File: src/rtl/core/tcw_cmd_fifo.sv
// Short command queue between the front end and the back end.
// Depends on tcw_pkg only through the command type handed in.
module tcw_cmd_fifo #(
  parameter int  DEPTH = 2,
  parameter type cmd_t = logic
) (
  input  logic clk_i,
  input  logic rst_ni,
  input  logic push_i,
  input  cmd_t data_i,
  output logic full_o,
  input  logic pop_i,
  output cmd_t data_o,
  output logic empty_o
);

  localparam int PTR_W = (DEPTH > 1) ? $clog2(DEPTH) : 1;
  localparam int CNT_W = $clog2(DEPTH + 1);

  cmd_t             mem_q [DEPTH];
  logic [PTR_W-1:0] wr_ptr_q, rd_ptr_q;
  logic [CNT_W-1:0] count_q;
  logic             do_push, do_pop;

  assign full_o  = count_q == CNT_W'(DEPTH);
  assign empty_o = count_q == '0;
  assign do_push = push_i && !full_o;
  assign do_pop  = pop_i && !empty_o;
  assign data_o  = mem_q[rd_ptr_q];

  // Storage
  always_ff @(posedge clk_i) begin
    if (do_push) begin
      mem_q[wr_ptr_q] <= data_i;
    end
  end

  // Pointers and fill count
  always_ff @(posedge clk_i or negedge rst_ni) begin
    if (!rst_ni) begin
      wr_ptr_q <= '0;
      rd_ptr_q <= '0;
      count_q  <= '0;
    end else begin
      if (do_push) begin
        wr_ptr_q <= (wr_ptr_q == PTR_W'(DEPTH - 1)) ? '0 : wr_ptr_q + PTR_W'(1);
      end
      if (do_pop) begin
        rd_ptr_q <= (rd_ptr_q == PTR_W'(DEPTH - 1)) ? '0 : rd_ptr_q + PTR_W'(1);
      end
      if (do_push && !do_pop) begin
        count_q <= count_q + CNT_W'(1);
      end else if (do_pop && !do_push) begin
        count_q <= count_q - CNT_W'(1);
      end
    end
  end

endmodule

File: config.mk
export PLATFORM = sky130hd
export DESIGN_NAME = tcw_cmd_fifo
export DESIGN_NICKNAME = d
export VERILOG_FILES = /design/src/rtl/core/tcw_cmd_fifo.sv
export SDC_FILE = /design/constraint.sdc
export NUM_CORES = 1
export LEC_CHECK = 0
export ABC_CLOCK_PERIOD_IN_PS = 1600
export BUFFER_PORTS_ARGS = -buffer_cell sky130_fd_sc_hd__clkbuf_2
export CAP_MARGIN = 30
export CORE_AREA = 2 2 39 41
export CTS_CLUSTER_DIAMETER = 50
export CTS_CLUSTER_SIZE = 25
export DETAILED_ROUTE_END_ITERATION = 10
export DIE_AREA = 0 0 41 43
export PLACE_DENSITY = 0.38
export SKIP_CTS_REPAIR_TIMING = 1
export SLEW_MARGIN = 10
export SYNTH_ARGS = -nofsm -noshare
export SYNTH_HDL_FRONTEND = slang
export SYNTH_SLANG_ARGS = --single-unit
File: constraint.sdc
create_clock -name clk_i -period 1.6 [get_ports clk_i]
set_input_delay 0.08 -clock clk_i [delete_from_list [all_inputs] [get_ports clk_i]]
set_output_delay 0.08 -clock clk_i [all_outputs]
set_load 0.05 [all_outputs]
==> results.md, run 1 <==
- Status: finished, final reports clean
- CTS Buf Count: 3
- CP Capture Point: count_q[1]$_DFFE_PN0P_
- DRC viols: 0
- Initial antenna violation count: 0
- Nets: 41
- Setup violators final: 0
- R2R Setup Slk: 0.15 ns
- WP data arrival: 1.61 ns
- Die Span Y: 43 microns
- Cell Area, Synth: 268 sq um
- Synthesized Nets: 28
- TritonRoute pass-1 iters: 4
- CTS tree: yes
- Sink Count: 6
- Final Hold Viols: 0
- PwrDens: 2260 nW/um^2
- Clock latency on the worst-skew pair: 0.24 ns
- Setup TNS: 0 ns
- Clk_skew: 0.00325 ns
- Reg2Reg Depth: 7
- Layout cells sized above 1: 35.3%
- Register area: 160 sq um
- Gpl congestion: 0.631
- Overflow after GRT: 0
- Max Cap Viol: 0
- Max-slew violation count: 0
- Mean post-synth cell area: 12.2 sq um
- Via density: 3.80
- Cell count after placement: 45
- Crit-path max FO: 5
- Final cell count without fillers: 50
- Synth warn: 0
- Routed WL: 431 microns
- Relative slew slack: 81.4%
- First-pass GRT wire length: 724 microns
- Placement row count: 14
- Leakage: 0.175 nW
- DP HPWL: 366 microns
- Crit Path Category: register to register
- Initial DRC Count: 1
- Area occupied by multi-input gates: 103 sq um
- Die footprint: 1760 sq um
- Synthesized netlist cell count: 22
- Routed len/inst: 8.62 microns
- Post-route clock period utilization: 90.4%
- Gr usage total: 6.77%
- R2R Path Start: count_q[0]$_DFFE_PN0P_
- VDD IR-drop max: 459 uV
- Core box area: 1380 sq um
- Worst reg2reg path endpoint: count_q[1]$_DFFE_PN0P_
- Antenna diode count: 0
- Hold Crit Class: primary input to register
- Synthesized flop and latch total: 6
- Clk buf depth: 2
- Startpoint types: register
- I/O Buffers: 7
- CTS H-tree depth: 1
- Tmin final: 1.45 ns
- Critical path startpoint: count_q[0]$_DFFE_PN0P_
- FILL cells: 155
- Worst Tran Pin Value: 0.280 ns
- Seq/Total Area, Yosys: 59.8%
- DR vias: 190
- Layout area overhead: 35.0%
- Maximum clock rate: 691 MHz
- CP endpoint kind: register
- Unrepaired setup endpoints after global routing: false
- Starting Density: 19.3%
- Vias in the first global route: 213
- CTS root buffer: clkbuf_4
- Boundary pin count: 8
- Synth unique cells: 12
- Die Span X: 41 microns
- Final ANT Viol Nets: 0
- Reg clk slew, reported paths: 0.05 ns
- Pin count of the biggest net entering global routing: 6
- CP required: 1.76 ns
-- per-layer routing --
metal	vias up	global-route usage (%)	share of wire, %
li1	97	-	-
met1	91	3.93	38
met2	2	11.3	59
met3	0	5.24	2.6
met4	0	6.00	0
met5	-	0	0
-- Yosys cell counts --
master	number	area, sq um
ha_1	1	12.5
nand2b_1	1	6.26
o21ai_1	1	5.00
mux2_2	1	11.3
dfrtp_1	4	100
edfxtp_1	2	60.1
inv_1	2	7.51
xor2_1	2	17.5
and3_1	1	6.26
xnor2_1	3	26.3
nor2_1	3	11.3
nand2_1	1	3.75
-- worst min-delay path by stage --
stage / startpoint / endpoint / slack [ns] / cells after the start
6_report: data_i / mem_q[0]$_DFFE_PP_ / 0.03 / 1
5_1_grt: data_i / mem_q[1]$_DFFE_PP_ / 0.02 / 1
4_1_cts: rst_ni / rd_ptr_q$_DFFE_PN0P_ / -0.37 / 1
3_5_place_dp: rst_ni / rd_ptr_q$_DFFE_PN0P_ / -0.10 / 1
3_3_place_gp: rst_ni / rd_ptr_q$_DFFE_PN0P_ / -0.11 / 1
2_1_floorplan: rst_ni / count_q[0]$_DFFE_PN0P_ / -0.22 / 0
-- registers in the layout, indices dropped and copies added, names as in the netlist --
signal and count:
count_q 2, mem_q 2, rd_ptr_q 1, wr_ptr_q 1
-- cell usage in the layout, fill, tap and decap left out, drive strengths merged --
cell,instances
o21ai,1
mux2,1
nand2b,1
xor2,2
and3,1
inv,2
clkbuf,11
ha,1
edfxtp,2
dfrtp,4
nand2,1
nor2,3
xnor2,3
dlygate4sd3,1
-- kinds of logic after synthesis --
logic type | after synthesis | share of synthesized area, %
simple gates | 6 | 10.3
flops | 6 | 59.8
xor+xnor | 5 | 16.4
buf+inv | 2 | 2.80
compound gates | 1 | 1.87
mux | 1 | 4.21
fa+ha+maj | 1 | 4.67
-- power by group --
part	switching [mW]	total, mW	internal (mW)	leakage, nW
combinational	0.237	0.376	0.138	0.0944
clock	0.0561	0.151	0.0946	0.0150
sequential	0.0601	0.291	0.230	0.0652
total	0.354	0.817	0.463	0.175
-- per-stage QoR --
stage                     hold slack (ns)  setup WS, ns  cell area, sq um  total power, mW  util [%]
after floorplan                    -0.216         0.239               268            0.590         -
after global placement             -0.107         0.159               323            0.656      23.3
after detailed placement           -0.105         0.119               323            0.670      23.3
after CTS                          -0.366         0.107               349            0.826      25.2
after global routing               0.0180        0.0302               362            0.879      26.1
final                              0.0271         0.153               362            0.817      26.1
-- worst max-delay path, stage by stage (launching register included) --
cell and delay (ns):
dfrtp_1 0.42, nand2b_1 0.21, nand2_2 0.11, inv_1 0.04, ha_1 0.18, xor2_1 0.14
nor2_1 0.11, xor2_1 0.15
-- layout make-up --
| class | instances | area share [%] |
|---|---|---|
| clock buffer | 4 | 7.27 |
| inverter | 2 | 2.08 |
| multi-input combinational | 14 | 28.4 |
| sequential | 6 | 44.3 |
| tap | 16 | 5.54 |
| timing repair buffer | 8 | 12.5 |
No activity file was read; power rests on OpenSTA's default activity.
==> run 2: changes to the inputs <==
- CTS_BUF_LIST: unset -> sky130_fd_sc_hd__clkbuf_2
==> run 2 against run 1 <==
Sequential power barely moved; worst hold slack improved by 0.023 ns; critical path depth did not move; utilization fell by 0.54 points; via count fell by 1.1%; global-route usage did not move; register-to-register slack got worse by 0.02 ns; non-clock buffer count did not move; cell count did not move; power fell by 3.6%; design area fell by 2.1%; sequential share of layout area rose by 1.3 points; critical endpoint unchanged; largest cell class unchanged; highest routed layer unchanged.
==> results.md, run 2 (synthesis gave the netlist of run 1 again) <==
- Cell Int Power: 0.436 mW (was 0.463 mW)
- Initial antenna violation count: 0 (unchanged)
- Starting Density: 19.3% (unchanged)
- VDD IR-drop max: 414 uV (was 459 uV)
- DR vias: 188 (was 190)
- Relative slew slack: 81.4% (about the same)
- Maximum clock rate: 682 MHz (was 691 MHz)
- Routed WL: 436 microns (was 431 microns)
- Max-slew violation count: 0 (unchanged)
- Leakage: 0.175 nW (about the same)
- Clock power share: 15.5% (was 18.4%)
- Sw Ratio: 44.6% (was 43.3%)
- Most used cell, CP: xor2_1 (unchanged)
- Max Cap Viol: 0 (unchanged)
- DRC viols: 0 (unchanged)
- Final ANT Viol Nets: 0 (unchanged)
- CTS H-tree depth: 1 (unchanged)
- CTS tree: yes (unchanged)
- R2R Path Start: count_q[0]$_DFFE_PN0P_ (unchanged)
- Initial DRC Count: 1 (unchanged)
- Highest-count cells in the layout ignoring fill and taps: clkbuf_2, nor2_1, xnor2_1, dfrtp_1 (was clkbuf_2, dfrtp_1, nor2_1, xnor2_1, clkbuf_4)
- Die footprint: 1760 sq um (unchanged)
- I/O Buffers: 7 (unchanged)
- CTS root buffer: clkbuf_2 (was clkbuf_4)
- Sink Count: 6 (unchanged)
- Worst Tran Pin Value: 0.280 ns (about the same)
- Crit-path cells: nand2b_1 > nand2_1 > inv_1 > ha_1 > xor2_1 > nor2_1 > xor2_1 (was nand2b_1 > nand2_2 > inv_1 > ha_1 > xor2_1 > nor2_1 > xor2_1)
- Antenna diode count: 0 (unchanged)
- Crit Path Category: register to register (unchanged)
- Layout cells sized above 1: 38.2% (was 35.3%)
- R2R Setup Slk: 0.13 ns (was 0.15 ns)
- CP max-delay cell: dfrtp_2 (was dfrtp_1)
- Hold Crit Class: primary input to register (unchanged)
- Status: finished, final reports clean (unchanged)
- Cell depth of the worst setup path: 7 (unchanged)
- Hold Path Stages: 1 (unchanged)
- Pin count of the biggest net entering global routing: 6 (unchanged)
- PwrDens: 2220 nW/um^2 (was 2260 nW/um^2)
- First-pass GRT wire length: 724 microns (unchanged)
- Clk_skew: 0.00331 ns (was 0.00325 ns)
- Largest registers: count_q: 2 flops, mem_q: 2 flops (unchanged)
- Placement row count: 14 (unchanged)
- Gpl congestion: 0.631 (unchanged)
- DP HPWL: 366 microns (unchanged)
- CTS Buf Count: 3 (unchanged)
- Setup violators final: 0 (unchanged)
- CP required: 1.74 ns (was 1.76 ns)
- Crit-path max FO: 5 (unchanged)
- Post-route clock period utilization: 91.6% (was 90.4%)
- Boundary pin count: 8 (unchanged)
- Seq pwr share: 37.2% (was 35.6%)
- Startpoint types: register (unchanged)
- Critical Path Max Stage Delay: 0.44 ns (was 0.42 ns)
- Worst reg2reg path endpoint: count_q[1]$_DFFE_PN0P_ (unchanged)
- Total power: 0.787 mW (was 0.817 mW)
- Worst Path Buf+Inv: 1 (unchanged)
- Die Span Y: 43 microns (unchanged)
- Combinational fraction of design power: 47.2% (was 46.0%)
- WP data arrival: 1.61 ns (about the same)
- Reg clk slew, reported paths: 0.07 ns (was 0.05 ns)
- Tmin final: 1.47 ns (was 1.45 ns)
- Final Hold Viols: 0 (unchanged)
- Delay-heaviest family, CP: flip-flops (was simple AND/OR/NAND/NOR gates)
- Reg2Reg Depth: 7 (unchanged)
- TritonRoute pass-1 iters: 4 (unchanged)
- Setup TNS: 0 ns (unchanged)
- Via density: 3.76 (was 3.80)
- Hold Startpoint: data_i (unchanged)
- Die Span X: 41 microns (unchanged)
- Clock latency on the worst-skew pair: 0.22 ns (was 0.24 ns)
- Core box area: 1380 sq um (unchanged)
- Unrepaired setup endpoints after global routing: false (unchanged)
- Gr usage total: 6.77% (unchanged)
- Overflow after GRT: 0 (unchanged)
- Psw: 0.351 mW (was 0.354 mW)
- Routed len/inst: 8.72 microns (was 8.62 microns)
- Clk buf depth: 2 (unchanged)
- Nets: 41 (unchanged)
- CP endpoint kind: register (unchanged)
- Critical path startpoint: count_q[0]$_DFFE_PN0P_ (unchanged)
- FILL cells: 158 (was 155)
- Commonest non-fill, non-tap cell in the layout: clkbuf_2 (unchanged)
- Layout area overhead: 32.2% (was 35.0%)
- Worst Hold End: mem_q[0]$_DFFE_PP_ (unchanged)
- Vias in the first global route: 213 (unchanged)
==> run 2: per-stage QoR <==
step	std cells	util [%]	hold WS [ns]	setup slack (ns)	cell area, sq um
3_5_place_dp	45	23.3	-0.105	0.119	323
3_3_place_gp	45	23.3	-0.107	0.159	323
4_1_cts	49	24.8	-0.352	0.104	343
6_report	50	25.6	0.0505	0.134	354
2_1_floorplan	22	-	-0.216	0.239	268
5_1_grt	50	25.6	0.0313	0.0140	354
==> run 2: final cells by class <==
| cell class | count | area (sq um) | share of cell area [%] |
|---|---|---|---|
| Inverter | 2 | 7.51 | 2.12 |
| Tap cell | 16 | 20.0 | 5.65 |
| Timing Repair Buffer | 8 | 45.0 | 12.7 |
| Multi-Input combinational cell | 14 | 100 | 28.3 |
| Sequential cell | 6 | 161 | 45.6 |
| Clock buffer | 4 | 20.0 | 5.65 |
==> run 2: worst max path at each step <==
stage | to | slack, ns
finish | count_q[1]$_DFFE_PN0P_ | 0.13
global route | count_q[1]$_DFFE_PN0P_ | 0.01
CTS | count_q[1]$_DFFE_PN0P_ | 0.10
detailed placement | count_q[1]$_DFFE_PN0P_ | 0.12
global placement | count_q[1]$_DFFE_PN0P_ | 0.16
floorplan | count_q[1]$_DFFE_PN0P_ | 0.24
==> run 2: worst register-to-register path, stage by stage, from the launching register on <==
cell	delay, ns
dfrtp_2	0.44
nand2b_1	0.18
nand2_1	0.13
inv_1	0.05
ha_1	0.18
xor2_1	0.14
nor2_1	0.11
xor2_1	0.15
==> run 2: power by group through the flow <==
stage / registers (mW) / logic [mW] / clock network, mW
6_report: 0.293 / 0.372 / 0.122
5_1_grt: 0.304 / 0.404 / 0.139
4_1_cts: 0.293 / 0.377 / 0.127
3_5_place_dp: 0.295 / 0.375 / 0
3_3_place_gp: 0.287 / 0.369 / 0
2_1_floorplan: 0.280 / 0.311 / 0
==> run 2: routing by layer <==
layer	global-route usage, %	wire [microns]
met5	0	0
met4	6.00	0
met3	5.24	11
met2	11.3	254
met1	3.93	170
==> run 3: changes to the inputs <==
--- a/config.mk
+++ b/config.mk
@@ -6,5 +6,5 @@
 export NUM_CORES = 1
 export LEC_CHECK = 0
-export ABC_CLOCK_PERIOD_IN_PS = 1600
+export ABC_CLOCK_PERIOD_IN_PS = 1200
 export BUFFER_PORTS_ARGS = -buffer_cell sky130_fd_sc_hd__clkbuf_2
 export CAP_MARGIN = 30
@@ -15,5 +15,5 @@
 export DETAILED_ROUTE_END_ITERATION = 10
 export DIE_AREA = 0 0 41 43
-export PLACE_DENSITY = 0.38
+export PLACE_DENSITY = 0.39
 export SKIP_CTS_REPAIR_TIMING = 1
 export SLEW_MARGIN = 10
==> constraint.sdc (replaced) <==
create_clock -name clk_i -period 1.2 [get_ports clk_i]
set_input_delay 0.06 -clock clk_i [delete_from_list [all_inputs] [get_ports clk_i]]
set_output_delay 0.06 -clock clk_i [all_outputs]
set_load 0.005 [all_outputs]
==> run 3 against run 2 <==
The flow now finishes with violations (negative setup slack); sequential power increased by 34%; fmax increased by 11%; utilization increased by 5.6 points; design area increased by 22%; largest cell class unchanged.
==> results.md, run 3 (synthesis gave the netlist of run 1 again) <==
- Initial DRC Count: 3 (was 1)
- Max-slew violation count: 0 (unchanged)
- CP endpoint kind: register (unchanged)
- Pin count of the biggest net entering global routing: 5 (was 6)
- Crit Path Category: register to register (unchanged)
- Antenna diode count: 0 (unchanged)
- CP required: 1.30 ns (was 1.74 ns)
- Layout cells sized above 1: 61.0% (was 38.2%)
- Worst Path Buf+Inv: 1 (unchanged)
- Post-route clock period utilization: 110% (was 91.6%)
- First-pass GRT wire length: 807 microns (was 724 microns)
- Post-layout util: 31.2% (was 25.6%)
- Tmin final: 1.32 ns (was 1.47 ns)
- Crit-path cells: nand2b_4 > nand2_4 > inv_2 > ha_2 > nor2_1 > xor2_1 (was nand2b_1 > nand2_1 > inv_1 > ha_1 > xor2_1 > nor2_1 > xor2_1)
- Maximum clock rate: 756 MHz (was 682 MHz)
- CTS root buffer: clkbuf_2 (unchanged)
- CTS tree: yes (unchanged)
- Relative slew slack: 87.2% (was 81.4%)
- Clk_skew: 0.00219 ns (was 0.00331 ns)
- Startpoint types: register (unchanged)
- Failing checks: negative setup slack
- Clk buf depth: 2 (unchanged)
- DRC viols: 0 (unchanged)
- CTS Buf Count: 3 (unchanged)
- TritonRoute pass-1 iters: 2 (was 4)
- Highest-count cells in the layout ignoring fill and taps: clkbuf_2, buf_4, dfrtp_1 (was clkbuf_2, nor2_1, xnor2_1, dfrtp_1)
- Nets: 49 (was 41)
- Die Span X: 41 microns (unchanged)
- Max Cap Viol: 0 (unchanged)
- Critical Path Max Stage Delay: 0.42 ns (was 0.44 ns)
- WP data arrival: 1.42 ns (was 1.61 ns)
- Die footprint: 1760 sq um (unchanged)
- Routed len/inst: 8.91 microns (was 8.72 microns)
- Final ANT Viol Nets: 0 (unchanged)
- Cell count after placement: 51 (was 45)
- CP max-delay cell: dfrtp_1 (was dfrtp_2)
- Placement row count: 14 (unchanged)
- DR vias: 230 (was 188)
- Gr usage total: 7.27% (was 6.77%)
- Largest registers: count_q: 2 flops, mem_q: 2 flops (unchanged)
- Commonest non-fill, non-tap cell in the layout: clkbuf_2 (unchanged)
- Routed WL: 508 microns (was 436 microns)
- Gpl congestion: 0.712 (was 0.631)
- Setup violators final: 1 (was 0)
- Layout area overhead: 61.2% (was 32.2%)
- Overflow after GRT: 0 (unchanged)
- Clock latency on the worst-skew pair: 0.22 ns (about the same)
- Via density: 4.04 (was 3.76)
- Initial antenna violation count: 0 (unchanged)
- Worst Slack Setup Final: -0.123 ns (was 0.134 ns)
- Status: finished with violations (was finished, final reports clean)
- Reg clk slew, reported paths: 0.06 ns (was 0.07 ns)
- Boundary pin count: 8 (unchanged)
- Hold Crit Class: primary input to register (unchanged)
- VDD IR-drop max: 781 uV (was 414 uV)
- Worst Tran Pin Value: 0.192 ns (was 0.280 ns)
- Die Span Y: 43 microns (unchanged)
- Final Hold Viols: 0 (unchanged)
- Crit-path max FO: 4 (was 5)
- Final cell count without fillers: 57 (was 50)
- Leakage: 0.217 nW (was 0.175 nW)
- Setup TNS: -0.123 ns (was 0 ns)
- DP HPWL: 419 microns (was 366 microns)
- CTS H-tree depth: 1 (unchanged)
- I/O Buffers: 7 (unchanged)
- Total power: 1.10 mW (was 0.787 mW)
- Delay-heaviest family, CP: flip-flops (unchanged)
- Core box area: 1380 sq um (unchanged)
- Sink Count: 6 (unchanged)
- Unrepaired setup endpoints after global routing: true (was false)
- PwrDens: 2540 nW/um^2 (was 2220 nW/um^2)
- Vias in the first global route: 210 (was 213)
- Starting Density: 19.3% (unchanged)
[run 3: per-layer routing]
metal	wire [microns]	global-route usage, %
met5	0	0
met4	0	2.00
met3	31	6.28
met2	257	11.3
met1	219	6.86
[run 3: path summary, 6_finish.rpt]
path | end | slack (ns) | start | depth (start not counted)
worst max register to register | count_q[1]$_DFFE_PN0P_ | -0.12 | count_q[0]$_DFFE_PN0P_ | 6
worst min-delay path | mem_q[0]$_DFFE_PP_ | 0.03 | data_i | 1
worst min register to register | rd_ptr_q$_DFFE_PN0P_ | 0.48 | rd_ptr_q$_DFFE_PN0P_ | 1
max in group asynchronous | count_q[1]$_DFFE_PN0P_ | 0.90 | rst_ni | 2
min in group asynchronous | count_q[0]$_DFFE_PN0P_ | 0.18 | rst_ni | 2
worst max-delay path | count_q[1]$_DFFE_PN0P_ | -0.12 | count_q[0]$_DFFE_PN0P_ | 6
[run 3: stage by stage]
stage | hold slack [ns] | cell area [sq um] | setup WS [ns]
2_1_floorplan | -0.236 | 285 | -0.0850
3_3_place_gp | -0.125 | 385 | -0.0755
3_5_place_dp | -0.125 | 385 | -0.144
4_1_cts | -0.374 | 400 | -0.155
5_1_grt | 0.0134 | 432 | -0.194
6_report | 0.0316 | 432 | -0.123
[run 3: area by class of cell]
class,instances,area (sq um)
multi-input cells,14,124
inverters,2,7.51
fillers,150,952
flip-flops and latches,6,160
well taps,16,20.0
repair buffers,16,105
clock buffers,3,15.0
[run 3: where the power goes]
group / switching [mW] / total, mW / internal [mW]
registers: 0.0855 / 0.392 / 0.307
clock network: 0.0718 / 0.140 / 0.0678
logic: 0.209 / 0.567 / 0.358
